[config.mk]
export PLATFORM = sky130hd
export DESIGN_NAME = lstm_ctrl
export DESIGN_NICKNAME = d
export VERILOG_FILES = /design/src/rtl/core/lstm_pkg.sv /design/src/rtl/core/lstm_ctrl.sv
export SDC_FILE = /design/constraint.sdc
export NUM_CORES = 1
export LEC_CHECK = 0
export BUFFER_PORTS_ARGS = -buffer_cell sky130_fd_sc_hd__buf_2
export CORE_ASPECT_RATIO = 0.9
export CORE_UTILIZATION = 35
export CTS_BUF_LIST = sky130_fd_sc_hd__clkbuf_8 sky130_fd_sc_hd__clkbuf_16
export CTS_CLUSTER_SIZE = 40
export DETAILED_ROUTE_END_ITERATION = 7
export PLACE_DENSITY_LB_ADDON = 0.2
export SLEW_MARGIN = 20
export SYNTH_ARGS = -nofsm -noshare
export SYNTH_HDL_FRONTEND = slang
export SYNTH_SLANG_ARGS = --single-unit
export TNS_END_PERCENT = 10
[constraint.sdc]
create_clock -name clk_i -period 2.1 [get_ports clk_i]
set_clock_uncertainty 0.05 [all_clocks]
set_input_delay 0.315 -clock clk_i [delete_from_list [all_inputs] [get_ports clk_i]]
set_output_delay 0.315 -clock clk_i [all_outputs]
set_load 0.005 [all_outputs]
[src/rtl/core/lstm_pkg.sv]
// Shared types and constants for the linear sieve totient and Mobius block.
`timescale 1ns / 1ps
package lstm_pkg;

  localparam int LIMIT_W = 17;
  localparam int NUMBER_W = 17;
  localparam int TOT_W = 16;
  localparam int MOB_W = 2;
  localparam int MAX_NUMBER_DEF = 65536;
  localparam int MAX_PRIMES_DEF = 8192;
  localparam logic [LIMIT_W-1:0] LIMIT_RESET = 17'd65536;

  localparam logic [MOB_W-1:0] MOB_ZERO = 2'b00;
  localparam logic [MOB_W-1:0] MOB_ONE = 2'b01;
  localparam logic [MOB_W-1:0] MOB_NEG = 2'b11;

  typedef enum logic [3:0] {
    S_CLEAR,
    S_IDLE,
    S_RD,
    S_CHK,
    S_PRD,
    S_PCAP,
    S_PCMP,
    S_PDIV,
    S_PWR,
    S_EMIT
  } state_e;

  typedef enum logic [1:0] {
    OUT_NONE,
    OUT_ONE,
    OUT_NUM,
    OUT_BEY
  } out_kind_e;

  typedef struct packed {
    logic      clr_step;
    logic      load_item;
    logic      chk;
    logic      p_cap;
    logic      div_start;
    logic      div_cap;
    logic      wr_prod;
    logic      out_load;
    out_kind_e kind;
  } cmd_t;

  typedef struct packed {
    logic clr_last;
    logic first;
    logic beyond;
    logic j_end;
    logic over;
    logic div_done;
    logic rem_zero;
    logic out_free;
  } status_t;

endpackage

[src/rtl/core/lstm_ctrl.sv]
// Sieve controller state machine that sequences the datapath for each item.
`timescale 1ns / 1ps
module lstm_ctrl import lstm_pkg::*; (
  input  logic    clk_i,
  input  logic    rst_ni,
  input  logic    in_valid_i,
  input  logic    restart_i,
  input  status_t st_i,
  output cmd_t    cmd_o,
  output logic    in_stall_o
);

  state_e    state_q, state_d;
  out_kind_e kind_q, kind_d;

  always_comb begin
    state_d = state_q;
    kind_d  = kind_q;
    case (state_q)
      S_CLEAR: begin
        if (st_i.clr_last) begin
          state_d = (kind_q == OUT_NONE) ? S_IDLE : S_EMIT;
        end
      end
      S_IDLE: begin
        if (in_valid_i) begin
          if (restart_i) begin
            state_d = S_CLEAR;
            kind_d  = OUT_ONE;
          end else if (st_i.first) begin
            state_d = S_EMIT;
            kind_d  = OUT_ONE;
          end else if (st_i.beyond) begin
            state_d = S_EMIT;
            kind_d  = OUT_BEY;
          end else begin
            state_d = S_RD;
            kind_d  = OUT_NUM;
          end
        end
      end
      S_RD:   state_d = S_CHK;
      S_CHK:  state_d = S_PRD;
      S_PRD:  state_d = st_i.j_end ? S_EMIT : S_PCAP;
      S_PCAP: state_d = S_PCMP;
      S_PCMP: state_d = st_i.over ? S_EMIT : S_PDIV;
      S_PDIV: begin
        if (st_i.div_done) begin
          state_d = S_PWR;
        end
      end
      // The smallest prime factor ends the walk once it has been used.
      S_PWR:  state_d = st_i.rem_zero ? S_EMIT : S_PRD;
      S_EMIT: begin
        if (st_i.out_free) begin
          state_d = S_IDLE;
        end
      end
      default: state_d = S_IDLE;
    endcase
  end

  always_comb begin
    cmd_o           = '0;
    cmd_o.kind      = kind_q;
    cmd_o.clr_step  = (state_q == S_CLEAR);
    cmd_o.load_item = (state_q == S_IDLE) && in_valid_i;
    cmd_o.chk       = (state_q == S_CHK);
    cmd_o.p_cap     = (state_q == S_PCAP);
    cmd_o.div_start = (state_q == S_PCMP) && !st_i.over;
    cmd_o.div_cap   = (state_q == S_PDIV) && st_i.div_done;
    cmd_o.wr_prod   = (state_q == S_PWR);
    cmd_o.out_load  = (state_q == S_EMIT) && st_i.out_free;
    in_stall_o      = (state_q != S_IDLE);
  end

  always_ff @(posedge clk_i or negedge rst_ni) begin
    if (!rst_ni) begin
      state_q <= S_CLEAR;
      kind_q  <= OUT_NONE;
    end else begin
      state_q <= state_d;
      kind_q  <= kind_d;
    end
  end

endmodule

After elaboration in Yosys (flattened, before gate mapping). Index checks and enable logic that the tools add are counted.

Input bits: 12. Output and inout bits: 11. Flip-flop bits (word level): 6.

Equality and inequality tests: 14. Reductions and logical operators: 9. Muxes and demuxes: 15.

Operator list (count): 2-to-1 mux 4 bit (11); one-hot mux 4 bit (10 select lines) (1); == test 4 x 3 -> 1 bit, second input constant (4); == test 4 x 2 -> 1 bit, second input constant (2); == test 4 bit, second input constant (2); != test 2 bit, second input constant (4); == test 4 x 1 -> 1 bit, second input constant (1); logical AND 1 bit (4); logical NOT 4 bit (1); 2-to-1 mux 2 bit (2); != test 4 x 1 -> 1 bit, second input constant (1); AND reduction 4 bit (1); logical NOT 2 bit (1); AND reduction 2 bit (1); logical NOT 1 bit (1); 2-to-1 mux 1 bit (1).

Longest topological paths before layout.
Word-level depth: 5. Gate-level depth with buffers: 5.

Worst setup path before layout. OpenSTA, ideal clock, no wires.

Path type: register to register. Start: register state_q[1]. End: register state_q[3]. Arrival time: 1.248 ns. Slack: 0.716 ns. Data required time: 1.964 ns. Path buffers: 0. Stages on the path, launching flop included: 5. Cells stage by stage: dfrtp_1 > nand2b_2 > or3_1 > and2_1 > a32oi_1.

Word-level cells in the longest chain between the ends: 3. Elaborated cells on any way between the ends: 16.

RTL lines: from (decl) (line lstm_ctrl.sv:13) `state_e state_q, state_d;`; from (signal assigned) (line lstm_ctrl.sv:82) `state_q <= state_d;`; == test 4 x 3 -> 1 bit (tied with other cells) (line lstm_ctrl.sv:19) `case (state_q)`; != test 2 bit (no source line); AND reduction 4 bit (no source line).

Parallel ways exist; a longest one is shown, timed or not. A chain may end at the register's enable or synchronous reset.

==> impl_metrics.ini <==
[floorplan]
coreArea_mm2 = 0.00131
rows = 12
die_h_um = 38.7
dieWidth_um = 42.7
dieArea_mm2 = 0.00165
start_util_pct = 40.0
io_pins = 23

[worst_setup_path]
cp_max_fo = 16
worstPathRequired_ns = 1.74
cp-start-kind = register
path_class = reg -> out
end_kind = output port
crit_arrival_ns = 1.47

[timing]
fin_setup_tns_ns = 0
min_period_ns = 1.84
fmax_mhz = 545
slew_violations = 0
min_period_over_period_pct = 87.5
hold_violations = 0
fin_ws_ns = 0.264
rsz0062_at_grt = no
holdWs_ns = 0.266
tightestPinTransition_ns = 0.483
slew-limit-headroom_pct = 67.8
setup_viol = 0

[drt]
drc = 0
drtPass1Iterations = 4
finalWirelength_um = 1410
wl_per_cell_um = 13.1
vias = 619
initialDrtViolationCount = 20
antenna_left = 0
vias_per_cell = 5.73

[global_route]
grt_pass1_vias = 523
grt_pass1_wl_um = 2270
grt_max_degree = 17
grt_overflow = 0
grt_use_total_pct = 19.0
antenna_found_initial = 0

[synth]
synth-simple-area-share_pct = 38.3
synth_top_family_by_area = simple AND/OR/NAND/NOR gates
synth_nets = 84
ys_ff_latch = 6
ys_types = 30
synthMuxAreaShare_pct = 2.15
syn_inst = 72
synthAdderAreaFrac_pct = 0
synth_area_leaders = dfrtp_1, nand2_1, nor3_1
synth-xor-area-share_pct = 0
synth_largest_area_cell = dfrtp_1
synthesis.area_um2 = 523
synthDominantCellAreaShare_pct = 28.7
yosys_warnings = 0
syn_area_per_cell_um2 = 7.26
seq_area_frac_synth_pct = 28.7
synth-compound-area-share_pct = 22.7

[final_layout]
syn_to_final_growth_pct = 29.7
layout-drive-gt1-share_pct = 29.8
final_cell_mix = buf_2, nand2_1, nor3_1
final_common_cell = buf_2
diodes = 0
fin_nets = 108

[place]
dp_hpwl_um = 1050
place_ws_ns = 0.437
finalWeightedCongestion = 0.772
numPortBuffers = 22

[clocking]
post_cts_resize_count = 0
cts_made_buffers = 3
path_clk_slew_ns = 0.03
tritoncts = built
cts_buffer_depth = 2
cts_root_buf = clkbuf_8
postCtsHoldBufs = 1
clk_latency_ns = 0.22
cts_max_level = 1
cts_sinks = 6
cts_setup_buffers = 0

[run]
cap_violations = 0

[pwr]
ir_drop_mv = 0.801
p_leak_nw = 0.340
powerDensity_mw_per_mm2 = 1310

[min_path]
min_path_type = in -> reg

[run_status]
status = complete, no violations
-- registers in the layout, summed over array words and instances (netlist names) --
register,cells
state_q,4
kind_q,2
-- logic make-up after synthesis --
kind of cell,Yosys count
compound gates,17
buf+inv,9
flops,6
mux,1
simple gates,39
-- routing by layer --
layer	global-route usage, %	share of wire [%]
met5	0	0
met4	3.13	0
met3	7.48	7.9
met2	28.4	44
met1	26.1	48
-- worst max-delay path, stage by stage (launching register included) --
cell and delay (ns):
dfrtp_1 0.63, and2b_1 0.23, nand3_1 0.19, inv_1 0.09
buf_2 0.11
-- per-stage QoR --
stage / area, um^2 / std cells / power, mW / util [%]
2_1_floorplan: 523 / 72 / 0.591 / -
3_3_place_gp: 627 / 104 / 0.708 / 48.0
3_5_place_dp: 627 / 104 / 0.713 / 48.0
4_1_cts: 678 / 108 / 0.892 / 51.9
5_1_grt: 678 / 108 / 0.985 / 51.9
6_report: 678 / 108 / 0.891 / 51.9
-- layout make-up --
cell class | count | area, um^2
Clock buffer | 3 | 41.3
Fill cell | 135 | 628
Inverter | 5 | 18.8
Multi-Input combinational cell | 57 | 330
Sequential cell | 6 | 150
Tap cell | 14 | 17.5
Timing Repair Buffer | 23 | 120
-- power breakdown --
group          internal (mW)  switching (mW)  leakage, nW  total (mW)
logic                  0.211           0.214        0.243       0.426
clock network          0.123          0.0492       0.0216       0.172
registers              0.164           0.130       0.0757       0.293
total                  0.498           0.393        0.340       0.891
-- synth_stat cells --
cell type / n
o2111ai_1: 2
o311ai_0: 1
a41o_1: 1
mux2_2: 1
and2_1: 1
a41oi_1: 1
a211o_1: 1
nor3_1: 7
or3_1: 2
dfrtp_1: 6
clkbuf_2: 1
nor2_1: 6
inv_2: 1
o21ai_0: 3
nor4b_1: 1
o31a_1: 1
nor4_1: 4
nand2_1: 10
buf_6: 1
nand2b_2: 1
a21oi_1: 3
and2b_1: 1
nand3_1: 1
a32oi_1: 1
o31ai_1: 1
inv_1: 4
nand2b_1: 3
clkbuf_1: 2
and3_1: 2
o21ai_1: 2
-- worst paths after layout --
check / startpoint / depth (start not counted) / end / slack, ns
hold / removal: st_i[6] / 2 / kind_q[1]$_DFFE_PN0P_ / 0.27
hold reg to reg: kind_q[1]$_DFFE_PN0P_ / 2 / kind_q[1]$_DFFE_PN0P_ / 0.46
setup / recovery: state_q[0]$_DFFE_PN0P_ / 4 / cmd_o[8] / 0.26
min in group asynchronous: rst_ni / 2 / state_q[3]$_DFFE_PN0P_ / 0.39
max in group asynchronous: rst_ni / 2 / kind_q[1]$_DFFE_PN0P_ / 1.46
setup reg to reg: state_q[1]$_DFFE_PN0P_ / 4 / state_q[3]$_DFFE_PN0P_ / 0.40
Note: power is estimated with default switching activity, not from simulation.
